### src/rtl/sws_pkg.sv
// sws_pkg: shared types and constants for the sliding-window sender
// item kinds, register indexes, sequencer states and the result record
// no dependencies
package sws_pkg;

  localparam int WIN_DEPTH   = 64;
  localparam int PAYLOAD_MAX = 1024;
  localparam int SLOT_W      = $clog2(WIN_DEPTH);
  localparam int CNT_W       = 7;
  localparam int SEQ_W       = 32;
  localparam int PAY_W       = 10;
  localparam int ACKB_W      = 16;
  localparam int TOTAL_W     = 48;
  localparam int CFG_ADDR_W  = 2;
  localparam int CFG_DATA_W  = 32;
  localparam int IN_DATA_W   = 112;
  localparam int OUT_DATA_W  = 120;
  localparam int OUT_USER_W  = 3;

  localparam logic [CNT_W-1:0]  WINDOW_RESET  = CNT_W'(45);
  localparam logic [31:0]       TIMEOUT_RESET = 32'd1000;
  localparam logic [CNT_W-1:0]  LIMIT_RESET   = CNT_W'(2);
  localparam logic [PAY_W-1:0]  PAY_LIMIT     = PAY_W'(PAYLOAD_MAX - 1);
  localparam logic [CNT_W-1:0]  DEPTH_CNT     = CNT_W'(WIN_DEPTH);

  typedef enum logic [1:0] {
    KIND_NEW  = 2'd0,
    KIND_ACK  = 2'd1,
    KIND_GAP  = 2'd2,
    KIND_TICK = 2'd3
  } kind_t;

  typedef enum logic [CFG_ADDR_W-1:0] {
    REG_WINDOW  = 2'd0,
    REG_TIMEOUT = 2'd1,
    REG_LIMIT   = 2'd2
  } reg_idx_t;

  typedef enum logic [2:0] {
    S_IDLE,
    S_EXEC,
    S_RD,
    S_USE,
    S_FIN
  } state_t;

  typedef struct packed {
    logic                 send_valid;
    logic [SEQ_W-1:0]     send_seq;
    logic                 is_resend;
    logic [PAY_W-1:0]     send_bytes;
    logic                 refused;
    logic [ACKB_W-1:0]    acked_bytes;
    logic [TOTAL_W-1:0]   total_sent_bytes;
    logic [CNT_W-1:0]     in_flight_count;
    logic                 transfer_done;
    logic                 last;
  } res_t;

endpackage

### src/rtl/sliding_window_sender_core.sv
// sliding_window_sender_core: sender side of a selective-repeat sliding window
// holds the slot length memory and the walk sequencer
// depends on sws_pkg and sws_total_acc
//
// usage
//   in_*  : one transaction per command; in_tuser is the kind (new packet,
//           cumulative ack, gap range, tick), in_tlast marks the final packet
//           of the source, in_tdata carries the length and sequence numbers
//   out_* : one transaction per packet transmission, or a single status
//           transaction when a command sends nothing; out_tlast closes the
//           results of one command
//   cfg_* : register writes (window size, timeout, resend limit), always ready
// sequencing
//   in_tready is high only while the sequencer is idle, one command at a time
//   new packet: the execute state loads the result into the output register once
//   the output is free, then the sequencer returns to idle for the next command
//   ack, gap, timeout: the walk visits n slots (at most 64), each through a read
//   state and then a use state on the single read port of the slot memory; the
//   final result goes out from the finish state after the walk
// reset: synchronous, active low; window empty, counters and total cleared,
//   registers back to 45, 1000 and 2; slot memory is not cleared
// stalls: one output register plus one held resend; when out_tready stays low
//   the walk stops at the next result it must hand over, nothing is dropped
module sliding_window_sender_core (
  input  logic                           clk,
  input  logic                           rst_n,
  // input command channel
  input  logic                           in_tvalid,
  output logic                           in_tready,
  // [9:0] payload_bytes, [41:10] ack_upto, [73:42] gap_start,
  // [105:74] gap_end, [111:106] zero
  input  logic [sws_pkg::IN_DATA_W-1:0]  in_tdata,
  // [1:0] kind
  input  logic [1:0]                     in_tuser,
  input  logic                           in_tlast,
  // result channel
  output logic                           out_tvalid,
  input  logic                           out_tready,
  // [31:0] send_seq, [41:32] send_bytes, [57:42] acked_bytes,
  // [105:58] total_sent_bytes, [112:106] in_flight_count,
  // [113] transfer_done, [119:114] zero
  output logic [sws_pkg::OUT_DATA_W-1:0] out_tdata,
  // [0] send_valid, [1] is_resend, [2] refused
  output logic [sws_pkg::OUT_USER_W-1:0] out_tuser,
  output logic                           out_tlast,
  // configuration write channel
  input  logic                           cfg_valid,
  output logic                           cfg_ready,
  input  logic [sws_pkg::CFG_ADDR_W-1:0] cfg_addr,
  input  logic [sws_pkg::CFG_DATA_W-1:0] cfg_data
);
  import sws_pkg::*;

  // configuration registers
  logic [CNT_W-1:0]   window_r;
  logic [31:0]        timeout_r;
  logic [CNT_W-1:0]   limit_r;

  // command latched at acceptance
  kind_t              kind_r;
  logic [PAY_W-1:0]   pay_r;
  logic               ended_r;
  logic [SEQ_W-1:0]   ack_r;
  logic [SEQ_W-1:0]   gs_r;
  logic [SEQ_W-1:0]   ge_r;

  // window state
  state_t             state_r, state_nxt;
  logic [SEQ_W-1:0]   ws_r, ws_nxt;
  logic [CNT_W-1:0]   inflight_r, inflight_nxt;
  logic [31:0]        idle_r, idle_nxt;
  logic               flag_r, flag_nxt;
  logic [TOTAL_W-1:0] total_r, total_nxt;

  // walk state
  logic [SEQ_W-1:0]   seq_r, seq_nxt;
  logic [CNT_W-1:0]   rem_r, rem_nxt;
  logic [ACKB_W-1:0]  sum_r, sum_nxt;
  logic               inwin_r, inwin_nxt;
  logic [PAY_W-1:0]   rd_q_r;

  // held resend, sent once the next one (or the end of the walk) is known
  logic               pend_valid_r, pend_valid_nxt;
  logic [SEQ_W-1:0]   pend_seq_r, pend_seq_nxt;
  logic [PAY_W-1:0]   pend_bytes_r, pend_bytes_nxt;
  logic [TOTAL_W-1:0] pend_total_r, pend_total_nxt;

  // output register
  logic               out_valid_r, out_valid_nxt;
  res_t               out_res_r, out_res_nxt;
  logic               out_load;
  logic               out_free;

  // slot length memory
  logic [PAY_W-1:0]   slot_mem [WIN_DEPTH];
  logic               mem_we;
  logic [SLOT_W-1:0]  mem_waddr;
  logic [PAY_W-1:0]   pay_sat;

  // shared subtractor and helpers
  logic [SEQ_W-1:0]   sub_a, sub_b, diff;
  logic [CNT_W-1:0]   win_lim;
  logic [CNT_W-1:0]   d_ack, d_gap, cnt_tick;
  logic [31:0]        idle_inc;
  logic               tick_fire;
  logic [PAY_W-1:0]   acc_len;
  logic [TOTAL_W-1:0] acc_sum;

  sws_total_acc u_acc (
    .total_i (total_r),
    .len_i   (acc_len),
    .sum_o   (acc_sum)
  );

  assign in_tready = (state_r == S_IDLE);
  assign cfg_ready = 1'b1;
  assign out_free  = !out_valid_r || out_tready;

  // configuration writes
  always_ff @(posedge clk) begin
    if (!rst_n) begin
      window_r  <= WINDOW_RESET;
      timeout_r <= TIMEOUT_RESET;
      limit_r   <= LIMIT_RESET;
    end else if (cfg_valid && cfg_ready) begin
      unique case (cfg_addr)
        REG_WINDOW:  window_r  <= cfg_data[CNT_W-1:0];
        REG_TIMEOUT: timeout_r <= cfg_data;
        REG_LIMIT:   limit_r   <= cfg_data[CNT_W-1:0];
        default: ;
      endcase
    end
  end

  // command capture, no reset needed
  always_ff @(posedge clk) begin
    if (in_tvalid && in_tready) begin
      kind_r  <= kind_t'(in_tuser);
      pay_r   <= in_tdata[PAY_W-1:0];
      ended_r <= in_tlast;
      ack_r   <= in_tdata[PAY_W +: SEQ_W];
      gs_r    <= in_tdata[PAY_W + SEQ_W +: SEQ_W];
      ge_r    <= in_tdata[PAY_W + 2*SEQ_W +: SEQ_W];
    end
  end

  // slot memory: written for new packets, read one slot per walk step
  always_ff @(posedge clk) begin
    if (mem_we) begin
      slot_mem[mem_waddr] <= pay_sat;
    end
    rd_q_r <= slot_mem[seq_r[SLOT_W-1:0]];
  end

  // one subtractor serves the ack distance, the gap length and the window check
  always_comb begin
    sub_a = seq_r;
    sub_b = ws_r;
    if (state_r == S_EXEC) begin
      if (kind_r == KIND_GAP) begin
        sub_a = ge_r;
        sub_b = gs_r;
      end else begin
        sub_a = ack_r;
        sub_b = ws_r;
      end
    end
  end
  assign diff = sub_a - sub_b;

  // ack distance: stale acks give zero, clamped to what is in flight
  always_comb begin
    if (diff[SEQ_W-1]) begin
      d_ack = '0;
    end else if (diff > {{(SEQ_W-CNT_W){1'b0}}, inflight_r}) begin
      d_ack = inflight_r;
    end else begin
      d_ack = diff[CNT_W-1:0];
    end
  end

  // gap length: empty or inverted ranges give zero, capped at the depth
  always_comb begin
    if (diff[SEQ_W-1]) begin
      d_gap = '0;
    end else if (diff > {{(SEQ_W-CNT_W){1'b0}}, DEPTH_CNT}) begin
      d_gap = DEPTH_CNT;
    end else begin
      d_gap = diff[CNT_W-1:0];
    end
  end

  // window register clamped to 1..depth
  always_comb begin
    if (window_r == '0) begin
      win_lim = CNT_W'(1);
    end else if (window_r > DEPTH_CNT) begin
      win_lim = DEPTH_CNT;
    end else begin
      win_lim = window_r;
    end
  end

  assign pay_sat   = (pay_r > PAY_LIMIT) ? PAY_LIMIT : pay_r;
  assign idle_inc  = (idle_r == '1) ? idle_r : idle_r + 32'd1;
  assign tick_fire = (idle_inc >= timeout_r);
  assign cnt_tick  = (limit_r > inflight_r) ? inflight_r : limit_r;
  assign mem_waddr = ws_r[SLOT_W-1:0] + inflight_r[SLOT_W-1:0];
  assign inwin_nxt = (diff < {{(SEQ_W-CNT_W){1'b0}}, inflight_r});

  // sequencer
  always_ff @(posedge clk) begin
    if (!rst_n) begin
      state_r      <= S_IDLE;
      ws_r         <= '0;
      inflight_r   <= '0;
      idle_r       <= '0;
      flag_r       <= 1'b0;
      total_r      <= '0;
      pend_valid_r <= 1'b0;
      out_valid_r  <= 1'b0;
    end else begin
      state_r      <= state_nxt;
      ws_r         <= ws_nxt;
      inflight_r   <= inflight_nxt;
      idle_r       <= idle_nxt;
      flag_r       <= flag_nxt;
      total_r      <= total_nxt;
      pend_valid_r <= pend_valid_nxt;
      out_valid_r  <= out_valid_nxt;
    end
  end

  always_ff @(posedge clk) begin
    seq_r        <= seq_nxt;
    rem_r        <= rem_nxt;
    sum_r        <= sum_nxt;
    inwin_r      <= inwin_nxt;
    pend_seq_r   <= pend_seq_nxt;
    pend_bytes_r <= pend_bytes_nxt;
    pend_total_r <= pend_total_nxt;
    if (out_load) begin
      out_res_r <= out_res_nxt;
    end
  end

  always_comb begin
    state_nxt      = state_r;
    ws_nxt         = ws_r;
    inflight_nxt   = inflight_r;
    idle_nxt       = idle_r;
    flag_nxt       = flag_r;
    total_nxt      = total_r;
    seq_nxt        = seq_r;
    rem_nxt        = rem_r;
    sum_nxt        = sum_r;
    pend_valid_nxt = pend_valid_r;
    pend_seq_nxt   = pend_seq_r;
    pend_bytes_nxt = pend_bytes_r;
    pend_total_nxt = pend_total_r;
    mem_we         = 1'b0;
    acc_len        = (state_r == S_USE) ? rd_q_r : pay_sat;
    out_load       = 1'b0;
    out_res_nxt    = '0;
    out_res_nxt.total_sent_bytes = total_r;
    out_res_nxt.in_flight_count  = inflight_r;
    out_res_nxt.transfer_done    = flag_r && (inflight_r == '0);

    unique case (state_r)
      S_IDLE: begin
        if (in_tvalid) begin
          state_nxt = S_EXEC;
        end
      end

      S_EXEC: begin
        seq_nxt = ws_r;
        sum_nxt = '0;
        case (kind_r)
          KIND_NEW: begin
            if (out_free) begin
              out_load         = 1'b1;
              out_res_nxt.last = 1'b1;
              state_nxt        = S_IDLE;
              if (inflight_r < win_lim) begin
                mem_we       = 1'b1;
                total_nxt    = acc_sum;
                inflight_nxt = inflight_r + CNT_W'(1);
                flag_nxt     = flag_r || ended_r;
                out_res_nxt.send_valid       = 1'b1;
                out_res_nxt.send_seq         = ws_r + {{(SEQ_W-CNT_W){1'b0}}, inflight_r};
                out_res_nxt.send_bytes       = pay_sat;
                out_res_nxt.total_sent_bytes = acc_sum;
                out_res_nxt.in_flight_count  = inflight_nxt;
                out_res_nxt.transfer_done    = 1'b0;
              end else begin
                out_res_nxt.refused = 1'b1;
              end
            end
          end
          KIND_ACK: begin
            // window moves now; the walk reads from the old start kept in seq
            rem_nxt      = d_ack;
            ws_nxt       = ws_r + {{(SEQ_W-CNT_W){1'b0}}, d_ack};
            inflight_nxt = inflight_r - d_ack;
            if (d_ack != '0) begin
              idle_nxt  = '0;
              state_nxt = S_RD;
            end else begin
              state_nxt = S_FIN;
            end
          end
          KIND_GAP: begin
            seq_nxt   = gs_r;
            rem_nxt   = d_gap;
            state_nxt = (d_gap != '0) ? S_RD : S_FIN;
          end
          default: begin
            // tick
            if (tick_fire) begin
              idle_nxt  = '0;
              rem_nxt   = cnt_tick;
              state_nxt = (cnt_tick != '0) ? S_RD : S_FIN;
            end else begin
              idle_nxt  = idle_inc;
              state_nxt = S_FIN;
            end
          end
        endcase
      end

      S_RD: begin
        // memory read of slot seq_r and window check are registered here
        state_nxt = S_USE;
      end

      S_USE: begin
        if (kind_r == KIND_ACK) begin
          sum_nxt = sum_r + {{(ACKB_W-PAY_W){1'b0}}, rd_q_r};
          seq_nxt = seq_r + SEQ_W'(1);
          rem_nxt = rem_r - CNT_W'(1);
          state_nxt = (rem_r == CNT_W'(1)) ? S_FIN : S_RD;
        end else if (!inwin_r || !pend_valid_r || out_free) begin
          if (inwin_r) begin
            if (pend_valid_r) begin
              out_load                     = 1'b1;
              out_res_nxt.send_valid       = 1'b1;
              out_res_nxt.send_seq         = pend_seq_r;
              out_res_nxt.is_resend        = 1'b1;
              out_res_nxt.send_bytes       = pend_bytes_r;
              out_res_nxt.total_sent_bytes = pend_total_r;
            end
            pend_valid_nxt = 1'b1;
            pend_seq_nxt   = seq_r;
            pend_bytes_nxt = rd_q_r;
            pend_total_nxt = acc_sum;
            total_nxt      = acc_sum;
          end
          seq_nxt = seq_r + SEQ_W'(1);
          rem_nxt = rem_r - CNT_W'(1);
          state_nxt = (rem_r == CNT_W'(1)) ? S_FIN : S_RD;
        end
      end

      S_FIN: begin
        if (out_free) begin
          out_load         = 1'b1;
          out_res_nxt.last = 1'b1;
          state_nxt        = S_IDLE;
          if (pend_valid_r) begin
            pend_valid_nxt               = 1'b0;
            out_res_nxt.send_valid       = 1'b1;
            out_res_nxt.send_seq         = pend_seq_r;
            out_res_nxt.is_resend        = 1'b1;
            out_res_nxt.send_bytes       = pend_bytes_r;
            out_res_nxt.total_sent_bytes = pend_total_r;
          end else if (kind_r == KIND_ACK) begin
            out_res_nxt.acked_bytes = sum_r;
          end
        end
      end

      default: begin
        state_nxt = S_IDLE;
      end
    endcase

    if (out_load) begin
      out_valid_nxt = 1'b1;
    end else if (out_tready) begin
      out_valid_nxt = 1'b0;
    end else begin
      out_valid_nxt = out_valid_r;
    end
  end

  // result channel packing
  assign out_tvalid = out_valid_r;
  assign out_tlast  = out_res_r.last;
  assign out_tuser  = {out_res_r.refused, out_res_r.is_resend, out_res_r.send_valid};
  assign out_tdata  = {6'b0,
                       out_res_r.transfer_done,
                       out_res_r.in_flight_count,
                       out_res_r.total_sent_bytes,
                       out_res_r.acked_bytes,
                       out_res_r.send_bytes,
                       out_res_r.send_seq};

`ifndef SYNTHESIS
  // the window never holds more packets than there are slots
  a_inflight_bound: assert property (@(posedge clk) disable iff (!rst_n)
    inflight_r <= DEPTH_CNT)
    else $error("in-flight count beyond window depth");

  // a held resend is always flushed before the sequencer goes idle
  a_pend_flushed: assert property (@(posedge clk) disable iff (!rst_n)
    (state_r == S_IDLE) |-> !pend_valid_r)
    else $error("held resend left behind");

  // walk steps only run with slots left to visit
  a_walk_count: assert property (@(posedge clk) disable iff (!rst_n)
    (state_r == S_RD || state_r == S_USE) |-> (rem_r != '0))
    else $error("walk running with zero remaining");

  // an accepted command is dispatched on the next cycle
  a_dispatch: assert property (@(posedge clk) disable iff (!rst_n)
    (in_tvalid && in_tready) |=> (state_r == S_EXEC))
    else $error("accepted command not dispatched");
`endif

endmodule

### src/rtl/sws_total_acc.sv
// sws_total_acc: saturating byte total, adds a payload length plus one
// depends on sws_pkg
module sws_total_acc (
  input  logic [sws_pkg::TOTAL_W-1:0] total_i,
  input  logic [sws_pkg::PAY_W-1:0]   len_i,
  output logic [sws_pkg::TOTAL_W-1:0] sum_o
);
  import sws_pkg::*;

  logic [TOTAL_W:0] wide_sum;

  // carry out of the 48-bit add means the total passed its ceiling
  assign wide_sum = {1'b0, total_i} + {{(TOTAL_W - PAY_W + 1){1'b0}}, len_i}
                    + {{TOTAL_W{1'b0}}, 1'b1};
  assign sum_o    = wide_sum[TOTAL_W] ? {TOTAL_W{1'b1}} : wide_sum[TOTAL_W-1:0];

endmodule

### config.mk
export PLATFORM = sky130hd
export DESIGN_NAME = sliding_window_sender_core
export DESIGN_NICKNAME = d
export VERILOG_FILES = /design/src/rtl/sws_pkg.sv /design/src/rtl/sliding_window_sender_core.sv /design/src/rtl/sws_total_acc.sv
export SDC_FILE = /design/constraint.sdc
export NUM_CORES = 2
export LEC_CHECK = 0
export BUFFER_PORTS_ARGS = -buffer_cell sky130_fd_sc_hd__buf_2
export CORE_UTILIZATION = 56
export CTS_CLUSTER_SIZE = 40
export DETAILED_ROUTE_END_ITERATION = 6
export GPL_ROUTABILITY_DRIVEN = 0
export HOLD_SLACK_MARGIN = 0.05
export PLACE_DENSITY_LB_ADDON = 0.08
export SYNTH_ARGS = -nofsm -noshare
export SYNTH_HDL_FRONTEND = slang
export SYNTH_SLANG_ARGS = --single-unit
### constraint.sdc
create_clock -name clk -period 8.5 [get_ports clk]
set_input_delay 0.425 -clock clk [delete_from_list [all_inputs] [get_ports clk]]
set_output_delay 0.425 -clock clk [all_outputs]
set_load 0.05 [all_outputs]
Yosys cells after proc, flatten, opt, wreduce, memory -nomap -nowiden
Memories as Yosys holds them, arrays and structs flattened. A register that Yosys moved wholly into a read port is not among the register bits.
Index checks and enable logic that the tools add are counted.
{"block": "classes", "add_sub_neg": 12, "muxes": 95, "n_bitwise": 4, "n_eq_ne": 25, "reduce_logical": 38, "magnitude_cmp": 8}
{"cell": "two-way mux 48 bit", "n": 12}
{"cell": "two-way mux 32 bit", "n": 9}
{"cell": "two-way mux 44 bit", "n": 5}
{"cell": "case mux 48 bit (3 select lines)", "n": 1}
{"cell": "case mux 32 bit (2 select lines)", "n": 2}
{"cell": "two-way mux 57 bit", "n": 2}
{"cell": "two-way mux 33 bit", "n": 3}
{"cell": "case mux 33 bit (3 select lines)", "n": 1}
{"cell": "case mux 48 bit (2 select lines)", "n": 1}
{"cell": "two-way mux 7 bit", "n": 12}
{"cell": "adder 32 x 1 -> 32 bit (second input constant)", "n": 2}
{"cell": "adder 32 x 7 -> 32 bit", "n": 2}
{"cell": "two-way mux 56 bit", "n": 1}
{"cell": "adder 48 x 10 -> 49 bit", "n": 1}
{"cell": "adder 49 x 1 -> 49 bit (second input constant)", "n": 1}
{"cell": "== test 32 bit (second input constant)", "n": 1}
{"cell": "greater-or-equal comparator 32 bit", "n": 1}
{"cell": "> comparator 32 x 7 -> 1 bit", "n": 1}
{"cell": "> comparator 32 x 7 -> 1 bit (second input constant)", "n": 1}
{"cell": "less-than comparator 32 x 7 -> 1 bit", "n": 1}
{"cell": "case mux 16 bit (2 select lines)", "n": 1}
{"cell": "subtractor 32 bit", "n": 1}
{"cell": "two-way mux 10 bit", "n": 3}
{"cell": "case mux 10 bit (3 select lines)", "n": 1}
{"cell": "46 further kinds", "n": 116}
{"block": "totals", "out_inout_bits": 127, "n_memories": 1, "in_bits": 154, "elab_cells": 217, "register_bits": 544, "ramBits": 640}
{"name": "slot_mem", "depth": 64, "word_bits": 10, "rd": 1, "rd_ports_with_merged_regs": 1, "write_ports": 1, "line_no": "sliding_window_sender_core.sv:95", "source": "logic [PAY_W-1:0] slot_mem [WIN_DEPTH];"}

Logic depth before layout (Yosys ltp)
{"block": "depth", "depth_word": 11, "depth_mapped": 40, "mapped_depth_nobuf": 37}

By module
From an unflattened synthesis, not the netlist that was laid out.
{"block": "unflattened", "hier_cells": 4178, "area_unflattened_um2": 54705.0}
{"module": "sliding_window_sender_core", "n_inst": 1, "area_per_inst_um2": 53074.7, "cells_per_inst": 3917, "seq_area_each_um2": 34032.6}
{"module": "sws_total_acc", "n_inst": 1, "area_per_inst_um2": 1630.3, "cells_per_inst": 261, "seq_area_each_um2": 0.0}

Worst setup path before layout
No wires, ideal clock.
{"block": "synth_timing", "kind": "reg-to-reg", "startpoint": "register kind_r[0]", "endpoint": "register ws_r[26]", "setup_ps": 70, "path_stages_with_launch": 34, "setup_slack_ps": 445, "arrival_ps": 7984, "path_buffers": 2, "required_time_ps": 8430, "period_less_slack_ps": 8055, "path_cell_list": "edfxtp_1 > inv_1 > ha_1 > clkbuf_1 > inv_1 > nor2_1 > clkbuf_1 > mux2i_1 > ha_1 > a21o_2 > and2_2 > o311ai_1 > a211oi_2 > nor4_1 > mux2_1 > or4_4 > nor4_4 > nand3_1 > mux2i_1 > nor2_1 > ha_1 > inv_1 > fa_1 > nor2b_1 > o21ai_0 > a21boi_0 > o21ai_0 > a21boi_0 > o2111ai_1 > nor2_1 > and3_1 > nand2b_1 > or3_1 > a21oi_1"}
{"block": "synth_between", "elab_chain_len": 8, "elab_cells_between_ends": 12, "classes_between": "add/sub: 2; order compare: 1; eq/ne: 2; mux: 6; reduce/logical: 1"}
{"element": "from (decl)", "line_no": "sliding_window_sender_core.sv:60", "source": "kind_t kind_r;"}
{"element": "from (signal assigned)", "line_no": "sliding_window_sender_core.sv:138", "source": "kind_r <= kind_t'(in_tuser);"}
{"element": "== test 2 bit", "line_no": "sliding_window_sender_core.sv:160", "source": "if (kind_r == KIND_GAP) begin"}
{"element": "two-way mux 32 bit", "line_no": "sliding_window_sender_core.sv:160"}
{"element": "two-way mux 32 bit", "line_no": "sliding_window_sender_core.sv:159", "source": "if (state_r == S_EXEC) begin"}
{"element": "subtractor 32 bit", "line_no": "sliding_window_sender_core.sv:169", "source": "assign diff = sub_a - sub_b;"}
{"element": "> comparator 32 x 7 -> 1 bit", "line_no": "sliding_window_sender_core.sv:175", "source": "end else if (diff > {{(SEQ_W-CNT_W){1'b0}}, inflight_r}) begin"}
{"element": "two-way mux 7 bit", "line_no": "sliding_window_sender_core.sv:175"}
{"element": "two-way mux 7 bit", "line_no": "sliding_window_sender_core.sv:173", "source": "if (diff[SEQ_W-1]) begin"}
{"element": "adder 32 x 7 -> 32 bit", "line_no": "sliding_window_sender_core.sv:304", "source": "ws_nxt = ws_r + {{(SEQ_W-CNT_W){1'b0}}, d_ack};"}
{"element": "to (signal assigned)", "line_no": "sliding_window_sender_core.sv:224", "source": "ws_r <= ws_nxt;"}
{"element": "to (decl)", "line_no": "sliding_window_sender_core.sv:69", "source": "logic [SEQ_W-1:0] ws_r, ws_nxt;"}
Several ways; a longest one is shown, not always the timed one.
A chain may end at the register's enable or synchronous reset.

Worst setup path in the final report
{"block": "layout_timing", "startpoint": "register kind_r[0]", "endpoint": "register ws_r[27]"}
Same word-level chain as after synthesis.

==> impl_results.md <==
- Pin count of the biggest net entering global routing: 146
- Area after DPL: 0.0573 sq mm
- Max stage delay on crit path: 0.53 ns
- P_leak: 22.0 nW
- Flops & latches, synth: 1194
- Asr flop ratio synth: 0%
- Clock sinks: 1194
- Core Area: 0.0966 sq mm
- # setup viols final: 0
- N_diodes: 0
- CTS tree: done
- Die height: 314 um
- Number of synthesized flops with an enable pin: 1012
- Worst Hold Slack: 0.176 ns
- Critical Path AT: 8.60 ns
- Clock tree buffer depth: 3
- Via count: 35600
- Max-Slew Margin vs Limit: 8.60%
- Full die area: 0.0986 sq mm
- Syn_area_per_cell: 13.2 sq um
- Die Span X: 314 um
- H-tree depth: 3
- Slowest-stage cell, CP: or4_4
- Final Hold Fails: 0
- Crit Path Class: register to register
- Startpoint types: register
- Worst Path Max Fanout: 11
- Mapped Area: 0.0545 sq mm
- Power Total: 13.2 mW
- Worst EP required: 9.08 ns
- Drt via density: 6.06
- Fin crit share: 94.3%
- Max-cap viol count: 0
- Grt met2 use: 47.0%
- Count leader, synth: edfxtp_1
- Area growth from synthesis to layout: 15.0%
- Synth Warn #: 0
- Synth Instances: 4125
- Port bufs: 267
- Status: completed
- Worst hold path type: primary input to register
- Initial Util: 56.5%
- Post-route ant nets: 0
- DR iter-0 viols: 3377
- Synth area leader: edfxtp_1
- Layout Skew: 0.0385 ns
- Final global-route overflow total: 0
- DR DRC count: 0
- GRT met3 Usage: 4.87%
- Share of layout cells above drive strength 1: 16.6%
- Final Max Tran Viols: 0
- Most frequent cells after synthesis: 1012 x edfxtp_1, 391 x nand2_1, 292 x nor2_1
- Slew @ Worst Pin: 1.37 ns
- Setup TNS: 0 ns
- TritonCTS buffer count: 119
- Top cells by area, synth: edfxtp_1 56%, mux4_2 7.4%, dfxtp_1 6.7%
- Pwr Density: 210 mW/mm^2
- Maximum vdd drop: 0.225 mV
- Area fraction of the dominant cell type after synthesis: 55.7%
- HPWL Detailed: 92900 um
- Vias in the first global route: 34500
- # rows: 114
- Achievable Freq: 125 MHz
- Drt pass-1 iters: 6
- Register area share after synthesis: 62.4%
- Routed len/inst: 24.2 um
- Final #Nets: 4792
- Critical path endpoint category: register
- GRT Max-Usage Layer: met2
- Clk pin slew, worst setup/hold paths: 0.06 ns
- Worst-skew pair later-pin latency: 0.73 ns
- Cell variety after synth: 80
- Root Driver: clkbuf_16
- Fin util: 65.0%
- Finished Cell Area: 0.0627 sq mm
- First-pass GRT wire length: 212000 um
- # IOs: 281
- Tmin final: 8.02 ns
- Antenna violations before repair: 1
- Post-Route WL: 142000 um
- Ys flop type: edfxtp_1
- Met1 usage: 39.1%
- GRT Util Overall: 28.6%
power by group:
group | leakage, nW | switching [mW] | internal, mW
Combinational | 9.36 | 0.824 | 0.476
Sequential | 10.7 | 0.0866 | 6.48
Clock | 1.93 | 2.26 | 3.06
Total | 22.0 | 3.17 | 10.0
registers in the layout, summed over array words and instances, names as in the netlist, 7 cells and up:
signal and count:
ack_r 32, ge_r 32, gs_r 32, idle_r 32, inflight_r 7, limit_r 7, out_tdata 114, pay_r 10
pend_bytes_r 10, pend_seq_r 32, pend_total_r 48, rd_q_r 10, rem_r 7, seq_r 32, slot_mem 640, sum_r 16
timeout_r 32, total_r 48, window_r 7, ws_r 32
cell families (layout without fill, tap and decap cells):
family                   count (synthesis)  in the layout  synth area share, %
flip-flops                            1194           1194                 62.4
buffers and inverters                  392            863                 2.75
adder cells (fa/ha/maj)                140            140                 3.29
AO/OA/AOI/OAI                          808            808                 9.23
XOR/XNOR                               178            178                 2.86
AND/OR/NAND/NOR                       1074           1074                 9.12
multiplexers                           337            337                 10.3
other                                    2              7               0.0138
through the flow:
step                      std cells  setup WS (ns)
after floorplan                4130          0.445
after global placement         5509          0.530
after detailed placement       5509          0.352
after CTS                      5874          0.286
after global routing           5877       -0.00659
final                          5877          0.482
worst paths after layout:
check | endpoint | cells after the start | start | slack [ns]
min | limit_r[1]$_SDFFE_PN1P_ | 3 | rst_n | 0.18
min reg2reg | timeout_r[20]$_SDFFE_PN0P_ | 2 | timeout_r[20]$_SDFFE_PN0P_ | 0.46
max | ws_r[27]$_SDFFE_PN0P_ | 34 | kind_r[0]$_DFFE_PP_ | 0.48
max reg2reg | ws_r[27]$_SDFFE_PN0P_ | 34 | kind_r[0]$_DFFE_PP_ | 0.48
worst max-delay path: cells and delay by family, from the launching register on:
family          cells  cell delay [ns]
simple gates       13             3.28
mux                 2             0.70
buf+inv             4             0.57
flops               1             0.42
compound gates     10             1.62
fa+ha+maj           4             1.10
xor+xnor            1             0.16
cells in the final DEF (no fill, tap or decap), types with 13 or more instances in the layout:
master,count
a211oi_1,27
a21o_1,32
a21oi_1,242
a22o_1,15
a22oi_1,26
a311oi_1,16
a31oi_1,19
and2_1,33
and3_1,35
buf_2,267
buf_4,84
bufinv_16,13
clkbuf_1,37
clkbuf_16,119
clkinv_1,14
clkinv_2,21
dfxtp_1,182
dlygate4sd3_1,141
edfxtp_1,1012
ha_1,132
inv_1,142
mux2i_1,152
mux4_2,180
nand2_1,389
nand2b_1,20
nand3_1,92
nand4_1,52
nor2_1,287
nor2b_1,26
nor3_1,41
nor4b_1,19
o211ai_1,17
o21a_1,17
o21ai_0,233
o221ai_1,23
o22ai_1,23
o31ai_1,13
or3_1,18
xnor2_1,119
xor2_1,59
what timing repair did:
action | in CTS | in global routing
hold endpoints to repair | 155 | 0
endpoints found under the setup margin | 0 | 11
gates resized for setup | 0 | 6
hold buffers | 141 | 0
setup buffers | 0 | 3
layer usage:
layer	wire (um)	vias to the layer above
met5	0	-
met4	4160	0
met3	10100	226
met2	69400	1292
met1	58500	17800
li1	-	16400
final cells by class:
type | instances | area, sq um
tap | 1276 | 1600
sequential | 1194 | 34000
clock buffer | 164 | 3230
inverter | 144 | 543
fill | 7117 | 33800
clock inverter | 60 | 732
timing repair buffer | 495 | 3440
multi-input combinational | 2544 | 19200
(Power assumes the default switching activity.)
